==> src/hdl/bcsm_pkg.sv <==
`timescale 1ns / 1ps
package bcsm_pkg;
  localparam int NUM_SLOTS = 16;
  localparam int BLOCK_BITS = 32;
  localparam int SLOT_W = $clog2(NUM_SLOTS);
  localparam int REFS_W = 16;
  localparam int TIME_W = 32;
  localparam logic [REFS_W-1:0] REFS_MAX = '1;

  typedef enum logic [2:0] {
    COND_EMPTY = 3'd0, COND_ALLOCATED = 3'd1, COND_LOADING = 3'd2,
    COND_CLEAN = 3'd3, COND_DIRTY = 3'd4
  } cond_t;

  typedef enum logic [2:0] {
    REQ_LOAD = 3'd0, REQ_RELEASE = 3'd1, REQ_MARK_DIRTY = 3'd2,
    REQ_FILL_DONE = 3'd3, REQ_WRITE_DONE = 3'd4, REQ_DROP = 3'd5
  } req_t;

  typedef enum logic [2:0] {
    ST_HIT_READY = 3'd0, ST_HIT_LOADING = 3'd1, ST_FILL_EMPTY = 3'd2,
    ST_FILL_EVICT = 3'd3, ST_NEED_SYNC = 3'd4, ST_NO_ROOM = 3'd5,
    ST_OK = 3'd6, ST_ERROR = 3'd7
  } status_t;

  typedef struct packed {
    logic scan_clear;
    logic scan_step;
    logic commit;
  } cmd_t;

  typedef struct packed {
    logic scan_last;
  } sts_t;
endpackage

==> src/hdl/bcsm_ctrl.sv <==
`timescale 1ns / 1ps
module bcsm_ctrl
  import bcsm_pkg::*;
(
  input  logic clk,
  input  logic rst_n,
  input  logic in_fire,
  input  logic out_busy,
  input  sts_t sts,
  output cmd_t cmd,
  output logic in_ready
);
  typedef enum logic [2:0] {
    S_IDLE = 3'b001, S_SCAN = 3'b010, S_DONE = 3'b100
  } state_t;

  state_t state_r, state_nxt;

  always_comb begin
    state_nxt = state_r;
    cmd = '0;
    in_ready = 1'b0;
    case (state_r)
      S_IDLE: begin
        in_ready = 1'b1;
        if (in_fire) begin
          cmd.scan_clear = 1'b1;
          state_nxt = S_SCAN;
        end
      end
      S_SCAN: begin
        cmd.scan_step = 1'b1;
        if (sts.scan_last) state_nxt = S_DONE;
      end
      S_DONE: begin
        if (!out_busy) begin
          cmd.commit = 1'b1;
          state_nxt = S_IDLE;
        end
      end
      default: state_nxt = S_IDLE;
    endcase
  end

  always_ff @(posedge clk) begin
    if (!rst_n) state_r <= S_IDLE;
    else state_r <= state_nxt;
  end
endmodule

==> src/hdl/bcsm_dp.sv <==
`timescale 1ns / 1ps
module bcsm_dp
  import bcsm_pkg::*;
(
  input  logic                  clk,
  input  logic                  rst_n,
  input  cmd_t                  cmd,
  output sts_t                  sts,
  input  logic [2:0]            in_req,
  input  logic [31:0]           in_block,
  input  logic [3:0]            in_sel,
  input  logic [31:0]           in_time,
  output logic [2:0]            res_status,
  output logic [3:0]            res_slot,
  output logic                  res_vv,
  output logic [31:0]           res_vb,
  output logic [15:0]           res_refs
);
  cond_t                 cond_r [NUM_SLOTS];
  logic [BLOCK_BITS-1:0] blk_r  [NUM_SLOTS];
  logic [REFS_W-1:0]     refs_r [NUM_SLOTS];
  logic [TIME_W-1:0]     last_r [NUM_SLOTS];

  logic [2:0]            req_r;
  logic [BLOCK_BITS-1:0] bn_r;
  logic [3:0]            sel_r;
  logic [TIME_W-1:0]     now_r;

  logic [SLOT_W-1:0] idx_r;
  logic              hit_f_r, emp_f_r, vic_f_r, dty_f_r;
  logic [SLOT_W-1:0] hit_r, emp_r, vic_r, dty_r;
  logic [TIME_W-1:0] old_r;

  logic [SLOT_W-1:0] i;
  cond_t             c;
  assign i = idx_r;
  assign c = cond_r[i];
  assign sts.scan_last = (idx_r == SLOT_W'(NUM_SLOTS - 1));

  always_ff @(posedge clk) begin
    if (cmd.scan_clear) begin
      req_r <= in_req;
      bn_r <= BLOCK_BITS'(in_block);
      sel_r <= in_sel;
      now_r <= in_time;
      idx_r <= '0;
      hit_f_r <= 1'b0; emp_f_r <= 1'b0; vic_f_r <= 1'b0; dty_f_r <= 1'b0;
      hit_r <= '0; emp_r <= '0; vic_r <= '0; dty_r <= '0; old_r <= '0;
    end else if (cmd.scan_step) begin
      if (!sts.scan_last) idx_r <= idx_r + 1'b1;
      if (c == COND_EMPTY) begin
        if (!emp_f_r) begin emp_f_r <= 1'b1; emp_r <= i; end
      end else begin
        if (!hit_f_r && blk_r[i] == bn_r) begin hit_f_r <= 1'b1; hit_r <= i; end
        if (refs_r[i] == '0) begin
          if (c == COND_CLEAN && (!vic_f_r || last_r[i] < old_r)) begin
            vic_f_r <= 1'b1; vic_r <= i; old_r <= last_r[i];
          end
          if (c == COND_DIRTY && !dty_f_r) begin dty_f_r <= 1'b1; dty_r <= i; end
        end
      end
    end
  end

  logic              sel_ok;
  logic [SLOT_W-1:0] s;
  logic [SLOT_W-1:0] ld;
  logic [REFS_W-1:0] hr;
  assign sel_ok = ({28'd0, sel_r} < 32'(NUM_SLOTS));
  assign s = SLOT_W'(sel_r);
  assign ld = hit_f_r ? hit_r : (emp_f_r ? emp_r : vic_r);
  assign hr = (refs_r[hit_r] < REFS_MAX) ? refs_r[hit_r] + 1'b1 : refs_r[hit_r];

  always_ff @(posedge clk) begin
    if (!rst_n) begin
      for (int k = 0; k < NUM_SLOTS; k++) begin
        cond_r[k] <= COND_EMPTY; refs_r[k] <= '0; last_r[k] <= '0;
      end
    end else if (cmd.commit) begin
      res_vv <= 1'b0; res_vb <= '0; res_refs <= '0; res_slot <= '0;
      case (req_r)
        REQ_LOAD: begin
          if (hit_f_r) begin
            refs_r[hit_r] <= hr; last_r[hit_r] <= now_r;
            res_status <= (cond_r[hit_r] == COND_CLEAN || cond_r[hit_r] == COND_DIRTY) ?
                          ST_HIT_READY : ST_HIT_LOADING;
            res_slot <= 4'(hit_r); res_refs <= hr;
          end else if (emp_f_r || vic_f_r) begin
            cond_r[ld] <= COND_LOADING; blk_r[ld] <= bn_r;
            refs_r[ld] <= REFS_W'(1); last_r[ld] <= now_r;
            res_slot <= 4'(ld); res_refs <= REFS_W'(1);
            res_status <= emp_f_r ? ST_FILL_EMPTY : ST_FILL_EVICT;
            if (!emp_f_r) begin res_vv <= 1'b1; res_vb <= 32'(blk_r[ld]); end
          end else if (dty_f_r) begin
            res_status <= ST_NEED_SYNC; res_slot <= 4'(dty_r);
          end else res_status <= ST_NO_ROOM;
        end
        REQ_DROP: begin
          for (int k = 0; k < NUM_SLOTS; k++)
            if (refs_r[k] == '0) cond_r[k] <= COND_EMPTY;
          res_status <= ST_OK;
        end
        REQ_RELEASE, REQ_MARK_DIRTY, REQ_FILL_DONE, REQ_WRITE_DONE: begin
          res_slot <= sel_r;
          res_status <= ST_ERROR;
          if (sel_ok) begin
            res_refs <= refs_r[s];
            case (req_r)
              REQ_RELEASE: begin
                if (refs_r[s] == '0) res_refs <= '0;
                else begin
                  refs_r[s] <= refs_r[s] - 1'b1; last_r[s] <= now_r;
                  res_refs <= refs_r[s] - 1'b1; res_status <= ST_OK;
                end
              end
              REQ_MARK_DIRTY:
                if (cond_r[s] == COND_CLEAN || cond_r[s] == COND_DIRTY) begin
                  cond_r[s] <= COND_DIRTY; res_status <= ST_OK;
                end
              REQ_FILL_DONE:
                if (cond_r[s] == COND_ALLOCATED || cond_r[s] == COND_LOADING) begin
                  cond_r[s] <= COND_CLEAN; res_status <= ST_OK;
                end
              default:
                if (cond_r[s] == COND_DIRTY) begin
                  cond_r[s] <= COND_CLEAN; res_status <= ST_OK;
                end
            endcase
          end
        end
        default: res_status <= ST_ERROR;
      endcase
    end
  end
endmodule

==> src/hdl/block_cache_slot_manager.sv <==
`timescale 1ns / 1ps
// Channel  Dir  Fields (low bit first)
// in_      in   tdata: req_type[2:0] block_number[34:3] slot_select[38:35] time_stamp[70:39]
// out_     out  tdata: status[2:0] slot[6:3] victim_valid[7] victim_block[39:8]
//                      refs_after[55:40]
// Each request runs through accept, a scan of all 16 slots, and commit.
// The scan walks one slot per cycle; the commit writes the slot table and the
// output register. Reset is synchronous and empties every slot at once.
// A stalled output holds the commit; no request is taken until it completes.
module block_cache_slot_manager
  import bcsm_pkg::*;
(
  input  logic        clk,
  input  logic        rst_n,
  input  logic        in_tvalid,
  output logic        in_tready,
  input  logic [71:0] in_tdata,   // req_type, block_number, slot_select, time_stamp
  output logic        out_tvalid,
  input  logic        out_tready,
  output logic [55:0] out_tdata   // status, slot, victim_valid, victim_block, refs_after
);
  cmd_t cmd;
  sts_t sts;
  logic in_fire, out_valid_r;
  logic [2:0] st; logic [3:0] sl; logic vv; logic [31:0] vb; logic [15:0] rf;

  assign in_fire = in_tvalid && in_tready;

  bcsm_ctrl u_ctrl (
    .clk(clk), .rst_n(rst_n), .in_fire(in_fire),
    .out_busy(out_valid_r && !out_tready),
    .sts(sts), .cmd(cmd), .in_ready(in_tready)
  );

  bcsm_dp u_dp (
    .clk(clk), .rst_n(rst_n), .cmd(cmd), .sts(sts),
    .in_req(in_tdata[2:0]), .in_block(in_tdata[34:3]),
    .in_sel(in_tdata[38:35]), .in_time(in_tdata[70:39]),
    .res_status(st), .res_slot(sl), .res_vv(vv), .res_vb(vb), .res_refs(rf)
  );

  always_ff @(posedge clk) begin
    if (!rst_n) out_valid_r <= 1'b0;
    else if (cmd.commit) out_valid_r <= 1'b1;
    else if (out_tready) out_valid_r <= 1'b0;
  end

  assign out_tvalid = out_valid_r;
  assign out_tdata = {rf, vb, vv, sl, st};

  a_no_commit_stall: assert property (@(posedge clk) disable iff (!rst_n)
    cmd.commit |-> !(out_valid_r && !out_tready)) else $error("commit over held output");
  a_valid_after_commit: assert property (@(posedge clk) disable iff (!rst_n)
    cmd.commit |=> out_tvalid) else $error("result lost");
  a_no_accept_busy: assert property (@(posedge clk) disable iff (!rst_n)
    in_fire |=> !in_tready) else $error("accept during scan");
endmodule
==> config.mk <==
export PLATFORM = sky130hd
export DESIGN_NAME = block_cache_slot_manager
export DESIGN_NICKNAME = d
export VERILOG_FILES = /design/src/hdl/bcsm_pkg.sv /design/src/hdl/bcsm_ctrl.sv /design/src/hdl/bcsm_dp.sv /design/src/hdl/block_cache_slot_manager.sv
export SDC_FILE = /design/constraint.sdc
export NUM_CORES = 2
export LEC_CHECK = 0
export BUFFER_PORTS_ARGS = -buffer_cell sky130_fd_sc_hd__buf_4
export CAP_MARGIN = 20
export CORE_UTILIZATION = 47
export DETAILED_ROUTE_END_ITERATION = 16
export GPL_TIMING_DRIVEN = 0
export PLACE_DENSITY = 0.68
export SYNTH_ARGS = -nofsm -noshare
export SYNTH_HDL_FRONTEND = slang
export SYNTH_SLANG_ARGS = --single-unit
==> constraint.sdc <==
create_clock -name clk -period 6.2 [get_ports clk]
set_input_delay 0.93 -clock clk [delete_from_list [all_inputs] [get_ports clk]]
set_output_delay 0.93 -clock clk [all_outputs]
set_load 0.01 [all_outputs]
Word level (Yosys, flattened, before mapping):

Memories as Yosys holds them, arrays and structs flattened. A register that Yosys moved wholly into a read port is not among the register bits.
Index checks and enable logic that the tools add are counted.

* equality and inequality tests: 21
* add/sub/neg operators: 3
* $lt $le $gt $ge: 2
* reductions and logical operators: 55
* bitwise operators: 23
* muxes and demuxes: 208

Operators with widths (count)
* 16-bit logical NOT: 18
* 1-bit 2-to-1 mux: 141
* 16-bit 2-to-1 mux: 7
* 4-bit 2-to-1 mux: 27
* 32-bit 2-to-1 mux: 3
* 32-bit OR reduction: 3
* 3-bit 2-to-1 mux: 25
* 16-bit OR reduction: 3
* 32-bit == test: 1
* 32-bit less-than comparator: 1
* 16-bit one-hot mux with 2 select lines: 1
* 3-bit one-hot mux with 3 select lines: 3
* 3-bit by 2-bit == test with 1-bit output, second input constant: 7
* 3-bit == test, second input constant: 6
* 1-bit bitwise OR: 18
* 16-bit by 1-bit adder with 16-bit output, second input constant: 1
* 16-bit less-than comparator, second input constant: 1
* 16-bit by 1-bit subtractor with 16-bit output, second input constant: 1
* 3-bit OR reduction: 4
* 3-bit by 1-bit == test with 1-bit output, second input constant: 3
* 3-bit AND reduction: 3
* 4-bit one-hot mux with 2 select lines: 1
* 4-bit AND reduction: 2
* 4-bit OR reduction: 2
* 10 further kinds: 30

* input port bits: 76
* bits in writable memories: 1328
* output and inout port bits: 58
* memories: 4
* bits in registers: 155
* logic and storage cells: 336

Memories
* u_dp.blk_r: depth 16, width 32, read ports 2, clocked after memory_dff 2, wr ports 1, line bcsm_dp.sv:20 `logic [BLOCK_BITS-1:0] blk_r [NUM_SLOTS];`
* u_dp.last_r: depth 16, width 32, read ports 1, clocked after memory_dff 1, wr ports 16, line bcsm_dp.sv:22 `logic [TIME_W-1:0] last_r [NUM_SLOTS];`
* u_dp.refs_r: depth 16, width 16, read ports 19, clocked after memory_dff 3, wr ports 16, line bcsm_dp.sv:21 `logic [REFS_W-1:0] refs_r [NUM_SLOTS];`
* u_dp.cond_r: depth 16, width 3, read ports 3, clocked after memory_dff 3, wr ports 16, line bcsm_dp.sv:19 `cond_t cond_r [NUM_SLOTS];`

Longest topological paths before layout:

* word-level depth: 12
* depth in mapped cells: 20
* gate-level depth less buffers: 12

Cells and area by module:

A second synthesis with hierarchy kept.

* cells, all modules: 4531
* area, all modules: 73536.8 um^2

Modules (own cells, without submodules)
* bcsm_dp: sequential area each 45053.2 um^2, area an instance 73304.1 um^2, instances 1, cells an instance 4508
* bcsm_ctrl: sequential area each 60.1 um^2, area an instance 177.7 um^2, instances 1, cells an instance 18
* block_cache_slot_manager: sequential area each 20.0 um^2, area an instance 55.1 um^2, instances 1, cells an instance 5

Least setup slack after synthesis:

OpenSTA, ideal clock, no wires.

* path kind: flip-flop to flip-flop
* start: register with a tool-made name
* end: register u_dp.old_r[22] (read register of u_dp.last_r)
* setup slack: 0.611 ns
* buffers on the path: 8
* data required time: 5.966 ns
* arrival time: 5.355 ns
* period minus slack after synthesis: 5.589 ns
* stages on the path, launching flop included: 21
* setup time: 0.234 ns
* cell sequence: dfxtp_1 > buf_2 > buf_2 > buf_1 > buf_2 > buf_2 > buf_1 > mux4_2 > mux4_2 > ha_1 > a21o_1 > a21o_1 > a21o_1 > a21o_1 > a21o_1 > a211oi_1 > o211ai_1 > buf_2 > buf_2 > mux2i_1 > nor2_1

RTL lines
* end, declared: line bcsm_dp.sv:32 `logic [TIME_W-1:0] old_r;`

==> results.tsv <==
stage	metric	value	unit
power	power.total	26.1	mW
yosys	synth_seq_cells	1527	
yosys	yosysWarnings	0	
yosys	synth_top_area_share	60.3	%
critical_path	worstSetupPathType	reg2reg	
critical_path	critPathCaptureType	flip-flop	
cts	cts_tree	done	
sta	final-hold-violation-count	0	
yosys	synth_area_leader_cell	edfxtp_1	
floorplan	die_h	395	um
cts	cts.sinks	1527	
critical_path	cp_data_arrival_time	6.61	ns
cts	ctsRootBufferMaster	clkbuf_16	
grt	grt_max_degree	49	
yosys	synth_area_leaders	edfxtp_1 60%, mux4_2 20%, and2_1 4.8%	
yosys	syn_area	72400	um^2
final_layout	layout.nets	4819	
sta	maxSlewViolCount	0	
place	port-buffer-count	131	
yosys	avgSynthCellArea	16.7	um^2
cts	ctsHoldBuffers	0	
floorplan	core_area	152000	um^2
yosys	synthDistinctLibCells	84	
route	wl_per_cell	33.2	um
power	p_leak	28.1	nW
sta	fmax	0.162	GHz
route	drtIter0Drc	6894	
final_layout	syn2layout_area_growth	14.7	%
sta	tightestPinTransition	1.21	ns
cts	htreeDepth	4	
critical_path	r2r_cells	15	
floorplan	start_util	47.5	%
route	vias_per_cell	6.58	
yosys	syn-instance-count	4341	
power	ir_drop	365	uV
sta	fin_skew	0.0512	ns
critical_path	crit_path_start_kind	flip-flop	
sta	setup_viol	0	
yosys	synthTopCellsByCount	1,455 x edfxtp_1, 655 x mux4_2, 556 x and2_1	
power	p_per_area	314	nW/um^2
floorplan	rows	143	
floorplan	die-area	156000	um^2
floorplan	die_x	395	um
sta	slew_headroom	19.2	%
outcome	outcome	finished, final reports clean	
critical_path	cp_data_required_time	6.63	ns
cts	clkTransAtPathRegs	0.06	ns
worst_hold_path	min_path_type	in2reg	
grt	antenna_found_initial	13	
critical_path	critPathMaxFanout	48	
cts	ctsLongestPathBuffers	3	
route	num_vias	45200	
grt	grt_use_total	29.2	%
worst_hold_path	holdPathEnd	u_dp.bn_r[29]	
yosys	yosys_most_used_dff	edfxtp_1	
yosys	synth_most_common_cell	edfxtp_1	
cts	cts_buffers	163	
cts	clk_latency	0.84	ns
route	postRouteAntennaNets	0	
flow_run	drv_cap	0	
sta	fin_hold_ws	0.283	ns
critical_path	timing.rr.end	u_dp.last_r[2][12]	
place	dpl.hpwl	156000	um
sta	fin_crit	6.18	ns
critical_path	reg2reg_slack	0.02	ns
yosys	seq_area_frac_synth	62.3	%
grt	grt_overflow	0	
yosys	syn-num-nets	4452	
grt	grt_pass1_vias	44800	
final_layout	drive_above_1_share	27.2	%
yosys	async_flop_share	0	%
route	drt_wl_total	228000	um
route	drc	0	
worst_hold_path	hold_path_depth	1	
floorplan	pin_count	134	
place	gp_congestion	0.985	
yosys	synth-edff-count	1455	
grt	grt_pass1_wl	324000	um
route	drt_first_pass_iters	8	
worst_hold_path	hold_path_startpoint	in_tdata[32]	
sta	fin_crit_sh	99.7	%
## through the flow
step,worst slack (ns),std cells,utilization (%),area (um^2),TNS [ns]
after floorplan,0.611,4341,-,72400,0
after global placement,-3.21,6502,49.8,76000,-3710.57
after detailed placement,-2.47,6570,50.9,77600,-217.11
after CTS,0.0110,6861,54.4,82900,0
after global routing,-0.0000697,6868,54.5,83100,-0.0000697
final,0.0193,6873,54.5,83100,0
## kinds of logic (layout without fill, tap and decap cells)
| logic type | Yosys count | in the layout | synth area share (%) |
|---|---|---|---|
| flops | 1527 | 1527 | 62.3 |
| buf+inv | 373 | 868 | 2.19 |
| mux | 754 | 754 | 21.8 |
| other cells | 0 | 5 | 0 |
| compound gates | 250 | 250 | 2.48 |
| simple gates | 1344 | 1346 | 9.94 |
| xor+xnor | 58 | 58 | 0.701 |
| fa+ha+maj | 35 | 35 | 0.605 |
## area by class of cell
| class | count | area (um^2) |
|---|---|---|
| Inverter | 49 | 185 |
| Timing Repair Buffer | 206 | 2410 |
| Buffer | 318 | 1480 |
| Antenna cell | 5 | 12.5 |
| Clock buffer | 211 | 4410 |
| Tap cell | 2030 | 2540 |
| Sequential cell | 1527 | 45100 |
| Fill cell | 12000 | 69400 |
| Clock inverter | 84 | 823 |
| Multi-Input combinational cell | 2443 | 26100 |
## critical path: stages, from the launching register on
cell,delay [ns]
dfxtp_1,0.30
buf_2,0.36
buf_4,0.34
buf_4,0.36
mux4_2,0.40
mux4_2,0.58
inv_1,0.17
ha_1,0.25
and4_1,0.29
a41oi_2,0.40
a21oi_4,0.39
a221o_1,0.38
buf_4,0.25
nand3_1,0.37
buf_2,0.38
nand2_8,0.41
## layout by cell type (no fill, tap or decap), types with 20 or more instances in the layout
cell	synthesis	layout
a22oi_1	32	32
a21oi_1	54	54
clkbuf_1	195	208
inv_1	45	45
mux2i_1	79	79
nor4_1	70	69
o21ai_0	32	32
xor2_1	36	36
ha_1	35	35
and3_1	21	21
xnor2_1	22	22
buf_8	0	31
nand3_1	27	27
nor2_1	432	416
buf_16	0	20
buf_4	14	156
edfxtp_1	1455	1455
clkbuf_16	0	166
nand2_1	90	74
mux4_2	655	655
nor3_1	31	30
mux2_2	20	20
dfxtp_1	72	71
and2_1	556	556
buf_2	70	63
buf_1	39	27
clkinv_1	4	36
nand4_1	25	25
## per-layer routing
metal  GRT usage [%]  wire length [um]
met5               0                36
met1            38.2             81800
met4            13.8             11900
met2            46.5            109000
met3            6.53             25700
## state kept, by name, indices dropped and copies added, names as in the netlist, 32 cells and up, named ones only
register / count
u_dp.res_vb: 32
u_dp.cond_r: 48
u_dp.bn_r: 32
u_dp.blk_r: 512
u_dp.now_r: 32
u_dp.refs_r: 256
u_dp.old_r: 32
u_dp.last_r: 512
## how the worst max path moves through the flow
| stage | start | slack, ns | depth (start not counted) | end |
|---|---|---|---|---|
| 2_1_floorplan | flip-flop | 0.61 | 20 | u_dp.old_r[22] |
| 3_3_place_gp | rst_n | -3.21 | 9 | u_dp.cond_r[1][1] |
| 3_5_place_dp | flip-flop | -2.47 | 21 | u_dp.old_r[26] |
| 4_1_cts | flip-flop | 0.01 | 20 | u_dp.old_r[7] |
| 5_1_grt | flip-flop | -0.00007 | 19 | u_dp.old_r[1] |
| 6_report | flip-flop | 0.02 | 15 | u_dp.last_r[2][12] |
## report_power, final
part	total (mW)	internal, mW	switching, mW
logic	4.34	1.85	2.49
registers	12.1	11.7	0.355
clock network	9.69	5.47	4.22
## what timing repair did
action / in CTS / in global routing
buffers inserted: 0 / 3
resized for setup: 48 / 21
pin swaps: 0 / 1
setup endpoints to repair: 643 / 626
gates cloned: 2 / 0
Note: power is estimated with default switching activity, not from simulation.
